--- src/cpq_pkg.sv ---
`default_nettype none

package cpq_pkg;

   localparam int unsigned SerialWidth    = 32;
   localparam int unsigned CountWidth     = 8;
   localparam int unsigned ThresholdWidth = 8;
   localparam int unsigned EventWidth     = 4;
   localparam int unsigned CsrIndexWidth  = 1;
   localparam int unsigned CsrDataWidth   = 8;

   localparam logic [ThresholdWidth-1:0] ReadThresholdReset   = 8'd3;
   localparam logic [ThresholdWidth-1:0] DetachThresholdReset = 8'd3;
   localparam logic [CountWidth-1:0]     CountMax             = 8'd255;

   localparam logic [CsrIndexWidth-1:0] CSR_READ_THRESHOLD   = 1'd0;
   localparam logic [CsrIndexWidth-1:0] CSR_DETACH_THRESHOLD = 1'd1;

   localparam logic [1:0] PH_NONE      = 2'd0;
   localparam logic [1:0] PH_READING   = 2'd1;
   localparam logic [1:0] PH_FOUND     = 2'd2;
   localparam logic [1:0] PH_DETACHING = 2'd3;

   localparam logic [EventWidth-1:0] EV_NOTHING        = 4'd0;
   localparam logic [EventWidth-1:0] EV_NEW_DETECTED   = 4'd1;
   localparam logic [EventWidth-1:0] EV_NEW_CONFIRMED  = 4'd2;
   localparam logic [EventWidth-1:0] EV_SAME_AGAIN     = 4'd3;
   localparam logic [EventWidth-1:0] EV_DIFFERENT      = 4'd4;
   localparam logic [EventWidth-1:0] EV_NOT_AVAILABLE  = 4'd5;
   localparam logic [EventWidth-1:0] EV_DETACHED       = 4'd6;
   localparam logic [EventWidth-1:0] EV_DETACH_CONFIRM = 4'd7;
   localparam logic [EventWidth-1:0] EV_READ_STOP      = 4'd8;

   typedef struct packed {
      logic [1:0]             phase;
      logic [CountWidth-1:0]  poll_count;
      logic [SerialWidth-1:0] stored_serial;
   } state_type;

   typedef struct packed {
      logic                   card_present;
      logic [SerialWidth-1:0] card_serial;
      logic                   host_available;
   } poll_type;

endpackage

`default_nettype wire

--- src/cpq_channels.sv ---
`default_nettype none

interface cpq_req_if;
   logic                            valid;
   logic                            ready;
   logic                            card_present;
   logic [cpq_pkg::SerialWidth-1:0] card_serial;
   logic                            host_available;

   modport source (output valid, card_present, card_serial, host_available, input ready);
   modport sink (input valid, card_present, card_serial, host_available, output ready);
endinterface

interface cpq_rsp_if;
   logic                            valid;
   logic                            ready;
   logic [cpq_pkg::EventWidth-1:0]  event_code;
   logic [cpq_pkg::SerialWidth-1:0] held_serial;

   modport source (output valid, event_code, held_serial, input ready);
   modport sink (input valid, event_code, held_serial, output ready);
endinterface

`default_nettype wire

--- src/card_presence_qualifier.sv ---
// The result of an accepted transaction is registered and appears in the cycle after it is accepted.
// Throughput: one poll per cycle while no result is stalled; the state update and the result register
// sit behind a single level of compare-and-select logic.
// Reset (synchronous, active high): phase none, poll count and stored serial zero,
// both thresholds 3, no result pending.
`default_nettype none

module card_presence_qualifier (
   input  wire logic                                clock,
   input  wire logic                                reset,
   cpq_req_if.sink                                  req_if,
   cpq_rsp_if.source                                rsp_if,
   input  wire logic                                csr_write_enable,
   input  wire logic [cpq_pkg::CsrIndexWidth-1:0]   csr_index,
   input  wire logic [cpq_pkg::CsrDataWidth-1:0]    csr_write_data
);

   cpq_pkg::state_type                       state_ff, state_in;
   cpq_pkg::poll_type                        poll;
   logic [cpq_pkg::ThresholdWidth-1:0]       read_threshold_ff;
   logic [cpq_pkg::ThresholdWidth-1:0]       detach_threshold_ff;
   logic                                     rsp_valid_ff;
   logic [cpq_pkg::EventWidth-1:0]           event_code_ff, event_code_in;
   logic [cpq_pkg::SerialWidth-1:0]          held_serial_ff;
   logic                                     accept;

   assign req_if.ready = !rsp_valid_ff || rsp_if.ready;
   assign accept       = req_if.valid && req_if.ready;

   assign poll.card_present   = req_if.card_present;
   assign poll.card_serial    = req_if.card_serial;
   assign poll.host_available = req_if.host_available;

   cpq_step u_step (
      .state            (state_ff),
      .poll             (poll),
      .read_threshold   (read_threshold_ff),
      .detach_threshold (detach_threshold_ff),
      .next_state       (state_in),
      .event_code       (event_code_in)
   );

   always_ff @(posedge clock) begin
      if (reset) begin
         read_threshold_ff   <= cpq_pkg::ReadThresholdReset;
         detach_threshold_ff <= cpq_pkg::DetachThresholdReset;
      end else if (csr_write_enable) begin
         unique case (csr_index)
            cpq_pkg::CSR_READ_THRESHOLD:   read_threshold_ff   <= csr_write_data;
            cpq_pkg::CSR_DETACH_THRESHOLD: detach_threshold_ff <= csr_write_data;
            default: ;
         endcase
      end
   end

   always_ff @(posedge clock) begin
      if (reset) begin
         state_ff.phase         <= cpq_pkg::PH_NONE;
         state_ff.poll_count    <= '0;
         state_ff.stored_serial <= '0;
         rsp_valid_ff           <= 1'b0;
      end else begin
         if (accept) begin
            state_ff     <= state_in;
            rsp_valid_ff <= 1'b1;
         end else if (rsp_if.ready) begin
            rsp_valid_ff <= 1'b0;
         end
      end
   end

   always_ff @(posedge clock) begin
      if (accept) begin
         event_code_ff  <= event_code_in;
         held_serial_ff <= state_in.stored_serial;
      end
   end

   assign rsp_if.valid       = rsp_valid_ff;
   assign rsp_if.event_code  = event_code_ff;
   assign rsp_if.held_serial = held_serial_ff;

endmodule

`default_nettype wire

--- src/cpq_step.sv ---
`default_nettype none

module cpq_step (
   input  wire cpq_pkg::state_type                   state,
   input  wire cpq_pkg::poll_type                    poll,
   input  wire logic [cpq_pkg::ThresholdWidth-1:0]   read_threshold,
   input  wire logic [cpq_pkg::ThresholdWidth-1:0]   detach_threshold,
   output cpq_pkg::state_type                        next_state,
   output logic [cpq_pkg::EventWidth-1:0]            event_code
);

   logic [cpq_pkg::CountWidth-1:0] count_inc;
   logic                           serial_differs;

   assign count_inc = (state.poll_count == cpq_pkg::CountMax) ?
                      cpq_pkg::CountMax : state.poll_count + 8'd1;
   assign serial_differs = (state.stored_serial != poll.card_serial);

   always_comb begin
      next_state = state;
      event_code = cpq_pkg::EV_NOTHING;
      if (poll.card_present) begin
         if (!poll.host_available) begin
            event_code = cpq_pkg::EV_NOT_AVAILABLE;
         end else begin
            unique case (state.phase)
               cpq_pkg::PH_NONE: begin
                  next_state.poll_count = count_inc;
                  next_state.phase      = cpq_pkg::PH_READING;
                  event_code            = cpq_pkg::EV_NEW_DETECTED;
               end
               cpq_pkg::PH_READING: begin
                  next_state.poll_count = count_inc;
                  if (count_inc > read_threshold) begin
                     next_state.poll_count = '0;
                     next_state.phase      = cpq_pkg::PH_FOUND;
                     if (serial_differs) begin
                        next_state.stored_serial = poll.card_serial;
                        event_code               = cpq_pkg::EV_NEW_CONFIRMED;
                     end else begin
                        event_code = cpq_pkg::EV_SAME_AGAIN;
                     end
                  end
               end
               cpq_pkg::PH_FOUND: begin
                  if (serial_differs) begin
                     next_state.poll_count    = '0;
                     next_state.phase         = cpq_pkg::PH_READING;
                     next_state.stored_serial = poll.card_serial;
                     event_code               = cpq_pkg::EV_DIFFERENT;
                  end
               end
               default: begin
                  next_state.poll_count = 8'd1;
                  next_state.phase      = cpq_pkg::PH_READING;
                  event_code            = cpq_pkg::EV_NEW_DETECTED;
               end
            endcase
         end
      end else begin
         unique case (state.phase)
            cpq_pkg::PH_NONE: begin
               event_code = cpq_pkg::EV_NOTHING;
            end
            cpq_pkg::PH_READING: begin
               next_state.poll_count = 8'd1;
               next_state.phase      = cpq_pkg::PH_DETACHING;
               event_code            = cpq_pkg::EV_DETACHED;
            end
            cpq_pkg::PH_FOUND: begin
               next_state.poll_count = count_inc;
               next_state.phase      = cpq_pkg::PH_DETACHING;
               event_code            = cpq_pkg::EV_DETACHED;
            end
            default: begin
               next_state.poll_count = count_inc;
               if (count_inc > detach_threshold) begin
                  event_code = (state.stored_serial != '0) ?
                               cpq_pkg::EV_DETACH_CONFIRM : cpq_pkg::EV_READ_STOP;
                  next_state.stored_serial = '0;
                  next_state.phase         = cpq_pkg::PH_NONE;
                  next_state.poll_count    = '0;
               end
            end
         endcase
      end
   end

endmodule

`default_nettype wire

--- src/flat_wrapper.sv ---
// flat-port wrapper written by rule: the top's interface ports become plain ports
module card_presence_qualifier_flat 
  (clock, reset, csr_write_enable, csr_index, csr_write_data, req_if_valid, req_if_card_present, req_if_card_serial, req_if_host_available, req_if_ready, rsp_if_valid, rsp_if_event_code, rsp_if_held_serial, rsp_if_ready);
  cpq_req_if req_if_i ();
  cpq_rsp_if rsp_if_i ();
  input  wire logic clock;
  input  wire logic reset;
  input  wire logic csr_write_enable;
  input  wire logic [cpq_pkg::CsrIndexWidth-1:0] csr_index;
  input  wire logic [cpq_pkg::CsrDataWidth-1:0] csr_write_data;
  input wire logic [$bits(req_if_i.valid)-1:0] req_if_valid;
  input wire logic [$bits(req_if_i.card_present)-1:0] req_if_card_present;
  input wire logic [$bits(req_if_i.card_serial)-1:0] req_if_card_serial;
  input wire logic [$bits(req_if_i.host_available)-1:0] req_if_host_available;
  output wire logic [$bits(req_if_i.ready)-1:0] req_if_ready;
  output wire logic [$bits(rsp_if_i.valid)-1:0] rsp_if_valid;
  output wire logic [$bits(rsp_if_i.event_code)-1:0] rsp_if_event_code;
  output wire logic [$bits(rsp_if_i.held_serial)-1:0] rsp_if_held_serial;
  input wire logic [$bits(rsp_if_i.ready)-1:0] rsp_if_ready;
  assign req_if_i.valid = req_if_valid;
  assign req_if_i.card_present = req_if_card_present;
  assign req_if_i.card_serial = req_if_card_serial;
  assign req_if_i.host_available = req_if_host_available;
  assign req_if_ready = req_if_i.ready;
  assign rsp_if_valid = rsp_if_i.valid;
  assign rsp_if_event_code = rsp_if_i.event_code;
  assign rsp_if_held_serial = rsp_if_i.held_serial;
  assign rsp_if_i.ready = rsp_if_ready;
  card_presence_qualifier u_core (.clock(clock), .reset(reset), .req_if(req_if_i), .rsp_if(rsp_if_i), .csr_write_enable(csr_write_enable), .csr_index(csr_index), .csr_write_data(csr_write_data));
endmodule
--- config.mk ---
export PLATFORM = sky130hd
export DESIGN_NAME = card_presence_qualifier_flat
export DESIGN_NICKNAME = d
export VERILOG_FILES = /design/src/cpq_pkg.sv /design/src/cpq_channels.sv /design/src/card_presence_qualifier.sv /design/src/cpq_step.sv /design/src/flat_wrapper.sv
export SDC_FILE = /design/constraint.sdc
export NUM_CORES = 1
export LEC_CHECK = 0
export ABC_AREA = 1
export BUFFER_PORTS_ARGS = -buffer_cell sky130_fd_sc_hd__buf_2
export CAP_MARGIN = 25
export CORE_ASPECT_RATIO = 0.6
export CORE_MARGIN = 3
export CORE_UTILIZATION = 30
export CTS_CLUSTER_DIAMETER = 60
export DETAILED_ROUTE_END_ITERATION = 12
export GPL_ROUTABILITY_DRIVEN = 0
export GPL_TIMING_DRIVEN = 0
export PLACE_DENSITY_LB_ADDON = 0.25
export SLEW_MARGIN = 10
export SYNTH_ARGS = -nofsm -noshare
export SYNTH_HDL_FRONTEND = slang
export SYNTH_SLANG_ARGS = --single-unit
--- constraint.sdc ---
create_clock -name clock -period 2.94 [get_ports clock]
set_input_delay 0.294 -clock clock [delete_from_list [all_inputs] [get_ports clock]]
set_output_delay 0.294 -clock clock [all_outputs]
set_load 0.01 [all_outputs]
==> metrics.txt, run 1 <==
first-pass GRT wire length 25000 um; Core Region 0.0176 mm2; Die Y 111 um; Leak 3.29 nW; drt first pass iters 7; worst-case clock skew 0.0153 ns; Starting DRT DRC Count 348; Starting Density 0.314; P&R area growth vs syn 23.2%; Setup CP Type reg -> reg; Ports 86; Post-Route WL 15900 um; post-synthesis sequential area ratio 0.410; total number of vias 4937; dpl hpwl 12200 um; GR Overflow Total 0; average size of a mapped cell 7.51 um2; YS warnings 0; unrepaired setup endpoints after global routing yes; layout cell share with drive strength beyond 1 0.247; Clock Pin Slew Worst Setup and Hold Paths 0.08 ns; I/O Buffers 84; CTS Buf Count 9; setup ws final 0.150 ns; max cap viols 0; DIE AREA 0.0201 mm2; post-layout util 0.387; pwr dens 511 mW/mm2; Top cell by count, worst path nand2_2; Least-Margin Pin Slew 0.625 ns; vias per cell 4.58; Worst path slowest cell dfxtp_4; GRT Total Usage 0.157; Root Buffer Master clkbuf_16; min cycle time layout 2.79 ns; CP endpoint kind flip-flop; Synth Cell Area 0.00552 mm2; final hold viol count 0; worst slack, placed -0.207 ns; status finished clean; final instance area 0.00680 mm2; Max H-tree Level 3; total clock sinks 95; Remaining DRCs 0; slew margin rel. 0.584; CP max stage delay 0.37 ns; Worst Hold Class in -> reg; Clk Latency, worst-skew pair 0.35 ns; CP Max Fanout 10; final worst-path cycle share 0.949; CP Launch Type flip-flop; vias in the first global route 4479; Final ANT Viol Nets 0; Die W 181 um; largest net degree at the start of global routing 37; peak supply drop 223 uV; Syn Nets 804; CP Data Required Time 3.05 ns; Worst Path Arrival 2.90 ns; Clock Tree Buf Depth 2; total chip power 3.47 mW; cells after synthesis 735; cells along the critical path ha_4 > nand2_2 > inv_2 > nand3_2 > nor2_4 > nand2_4 > buf_6 > nand3_4 > ha_4 > nand2_1 > nor2_4 > nand2_1 > nand2_2 > nand2_4 > nand2_8 > nand2_2 > nand2_2 > inv_6 > buf_12 > nand2_2 > nand2_1; layout net count 907; final setup fails 0; setup TNS 0 ns; placed instance area 0.00625 mm2; # diodes 0; Netlist cell types 37; Max Clock Freq 358 MHz; CTS tree built; #FFs+latches synth 95; WL/cell 14.8 um; initial antenna violation count 0; row cnt 37; Final Max Tran Viols 0
per-layer routing:
metal	global-route usage	part of all wire
met1	0.274	0.58
met2	0.185	0.35
met5	0	0
met3	0.0367	0.065
met4	0.0228	0.0043
where the power goes:
group          internal (mW)  leakage [nW]  switching (mW)  total [mW]
Sequential              1.48         0.851          0.0736        1.55
Combinational          0.285          2.29           0.471       0.757
Clock                  0.596         0.144           0.571        1.17
Total                   2.36          3.29            1.12        3.47
cells in the mapped netlist, drive strengths merged:
| library cell | number | area [um2] |
|---|---|---|
| edfxtp | 36 | 1080 |
| ha | 21 | 263 |
| o21ai | 34 | 170 |
| o211ai | 2 | 15.0 |
| clkbuf | 8 | 30.0 |
| dfxtp | 59 | 1180 |
| inv | 103 | 392 |
| nor2 | 79 | 304 |
| nand4 | 10 | 68.8 |
| a21oi | 46 | 241 |
| a211oi | 1 | 7.51 |
| a31oi | 3 | 18.8 |
| a21boi | 5 | 37.5 |
| nand3 | 51 | 333 |
| buf | 11 | 104 |
| nor4 | 7 | 43.8 |
| o21bai | 2 | 15.0 |
| a21o | 1 | 7.51 |
| dlygate4sd1 | 1 | 8.76 |
| xnor2 | 28 | 245 |
| nand2 | 222 | 926 |
| nor3 | 3 | 15.0 |
| or2 | 2 | 12.5 |
through the flow:
step	instances	hold WS [ns]
final	1077	0.161
after global routing	1077	0.172
after CTS	1071	0.149
after detailed placement	1054	0.455
after global placement	1053	0.453
after floorplan	735	0.407
final cells by class:
class	instances	area, um2
Buffer	20	144
Clock buffer	9	225
Clock inverter	7	68.8
Fill cell	1879	10800
Inverter	103	394
Multi-Input combinational cell	517	2910
Sequential cell	95	2270
Tap cell	234	293
Timing Repair Buffer	92	497
cell families after synthesis:
group | after synthesis | synth area share
XOR/XNOR | 28 | 0.0444
adder cells (fa/ha/maj) | 21 | 0.0476
AO/OA/AOI/OAI | 94 | 0.0929
buffers and inverters | 123 | 0.0968
AND/OR/NAND/NOR | 374 | 0.308
flip-flops | 95 | 0.410
critical path, delay by kind of cell, from the launching register on:
kind                     cells  cell delay, ns
AND/OR/NAND/NOR             15            1.33
adder cells (fa/ha/maj)      2            0.45
buffers and inverters        4            0.39
flip-flops                   1            0.37
state kept, by name, summed over array words and instances, names as in the netlist:
register	cells
u_core.rsp_if.valid	1
u_core.read_threshold_ff	8
u_core.detach_threshold_ff	8
u_core.rsp_if.held_serial	32
u_core.rsp_if.event_code	4
u_core.state_ff	42
worst paths after layout:
| check | startpoint | cells after the start | slack, ns | endpoint |
|---|---|---|---|---|
| setup / recovery | u_core.state_ff[32]$_SDFFE_PP0P_ | 21 | 0.15 | u_core.rsp_if.held_serial[31]$_DFFE_PP_ |
| hold reg to reg | u_core.detach_threshold_ff[7]$_SDFFE_PP0P_ | 2 | 0.46 | u_core.detach_threshold_ff[7]$_SDFFE_PP0P_ |
| hold / removal | csr_write_data[0] | 3 | 0.16 | u_core.detach_threshold_ff[0]$_SDFFE_PP1P_ |
| setup reg to reg | u_core.state_ff[32]$_SDFFE_PP0P_ | 21 | 0.15 | u_core.rsp_if.held_serial[31]$_DFFE_PP_ |
layout by cell type (no fill, tap or decap), drive strengths merged:
cell	count
a211oi	1
a21boi	5
a21o	1
a21oi	46
a31oi	3
buf	103
clkbuf	17
clkinv	5
dfxtp	59
dlygate4sd1	1
edfxtp	36
ha	21
inv	105
nand2	222
nand3	51
nand4	10
nor2	79
nor3	3
nor4	7
o211ai	2
o21ai	34
o21bai	2
or2	2
xnor2	28
repair_timing:
action / 4_1_cts / 5_1_grt
pin swaps: 3 / 14
hold endpoints to repair: 0 / 0
endpoints found under the setup margin: 74 / 74
gates resized for setup: 22 / 30
setup buffers: 1 / 6
hold buffers: 0 / 0
(Power assumes the default switching activity.)
==> run 2, diff against run 1 <==
CORE_MARGIN = 5   (was 3)
RECOVER_POWER = 50   (was not set)
clock period = 3.1 ns   (was 2.94 ns; I/O delays follow)
==> run 2 against run 1 <==
  * Sequential power shrank 5%
  * Clock power about the same
  * Worst setup slack gained 0.043 ns
  * Via count rose by 0.36%
  * Combinational power down 7.5%
  * Die area grew 5.9%
  * Sequential share of layout area grew 0.84 points
  * Routed wire length rose by 1.9%
  * Count of clock-buffer cells in the layout unchanged
  * Utilization down 2.0 points
  * Critical path type unchanged
  * Largest power group unchanged
==> metrics.txt, run 2 (synthesis gave the netlist of run 1 again) <==
total chip power 3.32 mW; final worst-path cycle share 0.938; CP max stage delay 0.39 ns; max cap viols 0; cells along the critical path nand3_1 > nor2_1 > inv_1 > nor3_2 > nor2_1 > a21oi_2 > ha_1 > a21o_1 > nor2_1 > nand2_2 > nand2_4 > nand2_8 > nand2_2 > nand2_2 > inv_6 > buf_12 > nand2_2 > nand2_1; Worst path slowest cell dfxtp_1; CP Data Required Time 3.30 ns; Setup CP Type reg -> reg; Starting Density 0.306; Core Region 0.0181 mm2; Clock Tree Buf Depth 2; most common cell after layout, fill and taps aside nand2_1; Max H-tree Level 3; largest net degree at the start of global routing 35; max FFs per register 42; combinational share of power 0.211; Root Buffer Master clkbuf_16; drt first pass iters 5; vias per cell 4.59; Worst Path Arrival 3.11 ns; total clock sinks 95; worst slack, placed -0.0688 ns; pwr dens 501 mW/mm2; status finished clean; CTS tree built; largest reg by FF count u_core.state_ff; Die Y 115 um; most frequent cells in the layout nand2_1 (181), inv_1 (98), nor2_1 (76), dfxtp_1 (57), clkbuf_1 (49); GR Overflow Total 0; Leak 3.13 nW; Die W 185 um; setup ws final 0.193 ns; Remaining DRCs 0; row cnt 38; Least-Margin Pin Slew 0.811 ns; CTS Buf Count 9; total number of vias 4955; Post-Route WL 16200 um; Final Max Tran Viols 0; Filler cells 1983; CP Max Fanout 10; final setup fails 0; Clock Pin Slew Worst Setup and Hold Paths 0.07 ns; layout net count 904; peak supply drop 247 uV; Starting DRT DRC Count 474; hold_ws 0.186 ns; Clk Latency, worst-skew pair 0.35 ns; WL/cell 15.0 um; CP Launch Type flip-flop; final hold viol count 0; P_int 2.28 mW; worst-case clock skew 0.00764 ns; Top cell by count, worst path nand2_2; Ports 86; min cycle time layout 2.91 ns; GRT Total Usage 0.152; clock share of power 0.346; slew margin rel. 0.459; Worst Hold Class in -> reg; Final ANT Viol Nets 0; Max Clock Freq 344 MHz; # diodes 0; dpl hpwl 12300 um; first-pass GRT wire length 25100 um; layout cell share with drive strength beyond 1 0.179; Switching Fraction 0.312; DIE AREA 0.0213 mm2; initial antenna violation count 0; Psw 1.04 mW; vias in the first global route 4342; I/O Buffers 84; Reg power frac 0.444; P&R area growth vs syn 20.0%; CP endpoint kind flip-flop
[run 2: cell types whose count changed in the layout (fill, tap and decap cells not counted), sizes merged]
cell	before	now
bufinv	0	1
buf	103	59
clkbuf	17	58
clkinv	5	4
[run 2: power by group through the flow]
stage          sequential [mW]  clock, mW  combinational [mW]
3_3_place_gp              1.50          0               0.673
3_5_place_dp              1.50          0               0.680
4_1_cts                   1.47       1.17               0.686
2_1_floorplan             1.51          0               0.435
5_1_grt                   1.49       1.23               0.786
6_report                  1.47       1.15               0.700
[run 2: path summary, 6_finish.rpt]
check,startpoint,endpoint,slack [ns],cells past startpoint
worst min-delay path,csr_write_data[0],u_core.read_threshold_ff[0]$_SDFFE_PP1P_,0.19,3
worst max register to register,u_core.state_ff[34]$_SDFFE_PP0P_,u_core.rsp_if.held_serial[21]$_DFFE_PP_,0.19,18
worst min register to register,u_core.read_threshold_ff[5]$_SDFFE_PP0P_,u_core.read_threshold_ff[5]$_SDFFE_PP0P_,0.46,2
worst max-delay path,u_core.state_ff[34]$_SDFFE_PP0P_,u_core.rsp_if.held_serial[21]$_DFFE_PP_,0.19,18
[run 2: timing repair]
| action | CTS | global route |
|---|---|---|
| hold endpoints to repair | 0 | 0 |
| resized for setup | 8 | 19 |
| setup buffers | 1 | 3 |
| hold buffers | 0 | 0 |
| setup endpoints to repair | 46 | 77 |
| pin swaps | 1 | 4 |
[run 2: critical path: cells and delay by family, from the launching register on]
family                   cells  cell delay [ns]
flip-flops                   1             0.39
buffers and inverters        3             0.36
AO/OA/AOI/OAI                2             0.38
AND/OR/NAND/NOR             12             1.32
adder cells (fa/ha/maj)      1             0.29
[run 2: area by class of cell]
| class | count | area (um2) | area share |
|---|---|---|---|
| Buffer | 20 | 141 | 0.0213 |
| Clock buffer | 9 | 225 | 0.0340 |
| Clock inverter | 7 | 70.1 | 0.0106 |
| Inverter | 103 | 394 | 0.0595 |
| Multi-Input combinational cell | 517 | 2810 | 0.424 |
| Sequential cell | 95 | 2270 | 0.342 |
| Tap cell | 240 | 300 | 0.0453 |
| Timing Repair Buffer | 89 | 422 | 0.0636 |
[run 2: per-layer routing]
layer	up-vias	track usage	part of all wire
met1	2228	0.272	0.58
met3	7	0.0360	0.079
met4	0	0.0269	0.0053
met2	165	0.171	0.33
met5	-	0	0
li1	2555	-	-
[run 2: metrics by stage]
step           TNS (ns)  area (um2)   util  instances
6_report              0        6630  0.367       1080
5_1_grt         -0.0162        6630  0.367       1080
4_1_cts               0        6590  0.365       1077
3_5_place_dp      -1.26        6260  0.347       1060
3_3_place_gp     -10.90        6240  0.345       1059
2_1_floorplan         0        5520      -        735
==> run 3, diff against run 2 <==
BUFFER_PORTS_ARGS = -buffer_cell sky130_fd_sc_hd__clkbuf_2   (was -buffer_cell sky130_fd_sc_hd__buf_2)
CORE_UTILIZATION = 55   (was 30)
==> run 3 against run 2 <==
  * Sequential cell count is the same
  * Utilization grew 29 points
  * Sequential share of layout area grew 0.80 points
  * Sequential power is essentially flat
  * Highest routed layer unchanged
  * Routed wire length shrank 7.8%
  * Cell count shrank 9.9%
  * Worst hold slack gained 0.011 ns
  * First-iteration DRC count grew 8.4%
  * Worst setup slack lost 0.028 ns
  * Total power shrank 1.7%
==> metrics.txt, run 3 (synthesis gave the netlist of run 1 again) <==
status finished clean; Worst Hold Class in -> reg; Worst Path Arrival 3.03 ns; vias per cell 5.36; Max Clock Freq 341 MHz; Leak 3.14 nW; Clock Tree Buf Depth 2; Starting DRT DRC Count 514; CP Data Required Time 3.19 ns; Post-Route WL 15000 um; Setup CP Type reg -> reg; CP max stage delay 0.37 ns; I/O Buffers 84; max FFs per register 42; Final ANT Viol Nets 0; largest reg by FF count u_core.state_ff; Clk Latency, worst-skew pair 0.35 ns; placed cell count 955; vias in the first global route 5152; most frequent cells in the layout nand2_1 (182), inv_1 (98), nor2_1 (76), dfxtp_1 (57), clkbuf_1 (51); CP Max Fanout 10; Core Region 0.00984 mm2; Final Max Tran Viols 0; placed instance area 0.00614 mm2; total number of vias 5220; peak supply drop 333 uV; Remaining DRCs 0; initial antenna violation count 0; slew margin rel. 0.165; Max H-tree Level 3; pwr dens 504 mW/mm2; Top cell by count, worst path nand2_2; row cnt 28; CTS Buf Count 9; # diodes 0; worst-case clock skew 0.00830 ns; Clock Pin Slew Worst Setup and Hold Paths 0.07 ns; Die W 139 um; cells along the critical path ha_1 > nand2_1 > inv_2 > nand3_2 > nor2_4 > nand2_1 > o21ai_0 > inv_1 > ha_1 > nand2_2 > a21oi_1 > nor2_1 > nand2_2 > nand2_2 > nand2_4 > nand2_2 > nand2_2 > clkinv_4 > buf_12 > nand2_2 > nand2_1; most common cell after layout, fill and taps aside nand2_1; max cap viols 0; final worst-path cycle share 0.947; final hold viol count 0; final setup fails 0; dpl hpwl 11300 um; final instance area 0.00647 mm2; Starting Density 0.561; DIE AREA 0.0122 mm2; total clock sinks 95; min cycle time layout 2.94 ns; CTS tree built; post-layout util 0.658; setup TNS 0 ns; Root Buffer Master clkbuf_16; CP Buf/Inv Count 4; Hold-fix buffers, CTS 0; layout net count 902; GRT Total Usage 0.250; Register Area 0.00227 mm2; footprint of the multi-input gates 0.00279 mm2; family with the most delay on the worst path simple AND/OR/NAND/NOR gates; Ports 86; drt first pass iters 5; WL/cell 15.4 um; Die Y 87.6 um; Filler cells 829; worst slack, placed -0.128 ns; layout cell share with drive strength beyond 1 0.171; first-pass GRT wire length 24400 um; final std cells w/o fill 973; CP Launch Type flip-flop; setup ws final 0.164 ns; Least-Margin Pin Slew 1.25 ns; CP endpoint kind flip-flop; largest net degree at the start of global routing 28; GR Overflow Total 0; P&R area growth vs syn 17.3%; Worst path slowest cell dfxtp_4
-- run 3: cell types whose count changed in the layout (fill, tap and decap cells not counted), sizes merged --
cell and delta:
clkinvlp +1, inv -2, clkbuf +46, buf -47
-- run 3: area by class of cell --
class,instances,share of cell area
clock inverter,6,0.00928
clock buffer,10,0.0354
tap,135,0.0261
timing repair buffer,87,0.0657
inverter,103,0.0609
sequential,95,0.350
buffer,20,0.0218
multi-input combinational,517,0.431
-- run 3: worst paths after layout --
kind / from / cells after the start / slack (ns) / to
hold / removal: csr_write_data[0] / 3 / 0.20 / u_core.detach_threshold_ff[0]$_SDFFE_PP1P_
hold reg to reg: u_core.detach_threshold_ff[5]$_SDFFE_PP0P_ / 2 / 0.46 / u_core.detach_threshold_ff[5]$_SDFFE_PP0P_
setup reg to reg: u_core.state_ff[32]$_SDFFE_PP0P_ / 21 / 0.16 / u_core.rsp_if.held_serial[21]$_DFFE_PP_
setup / recovery: u_core.state_ff[32]$_SDFFE_PP0P_ / 21 / 0.16 / u_core.rsp_if.held_serial[21]$_DFFE_PP_
-- run 3: worst register-to-register path: stages (launching register included) --
cell      delay [ns]
dfxtp_4         0.37
ha_1            0.16
nand2_1         0.09
inv_2           0.09
nand3_2         0.10
nor2_4          0.16
nand2_1         0.06
o21ai_0         0.06
inv_1           0.09
ha_1            0.29
nand2_2         0.08
a21oi_1         0.13
nor2_1          0.09
nand2_2         0.12
nand2_2         0.09
nand2_4         0.12
nand2_2         0.07
nand2_2         0.09
clkinv_4        0.09
buf_12          0.16
nand2_2         0.07
nand2_1         0.08
-- run 3: per-layer routing --
metal  share of wire  vias to the layer above  track usage
met4           0.017                        0       0.0808
met5               0                        -            0
met2            0.42                      248        0.380
met1            0.47                     2390        0.349
li1                -                     2558            -
met3           0.094                       24       0.0704
-- run 3: timing repair --
action                                 in CTS  in global routing
setup buffers                               0                  2
endpoints found under the hold margin       0                  0
setup endpoints to repair                  49                 77
resized for setup                           5                 22
pin swaps                                   0                  3
-- run 3: where the power goes --
part	internal (mW)	switching, mW	leakage (nW)
combinational	0.251	0.444	2.15
clock	0.623	0.473	0.140
sequential	1.40	0.0683	0.850
-- run 3: through the flow --
step	hold slack (ns)	power, mW
after floorplan	0.423	1.94
after global placement	0.450	2.14
after detailed placement	0.453	2.17
after CTS	0.184	3.27
after global routing	0.207	3.43
final	0.197	3.26
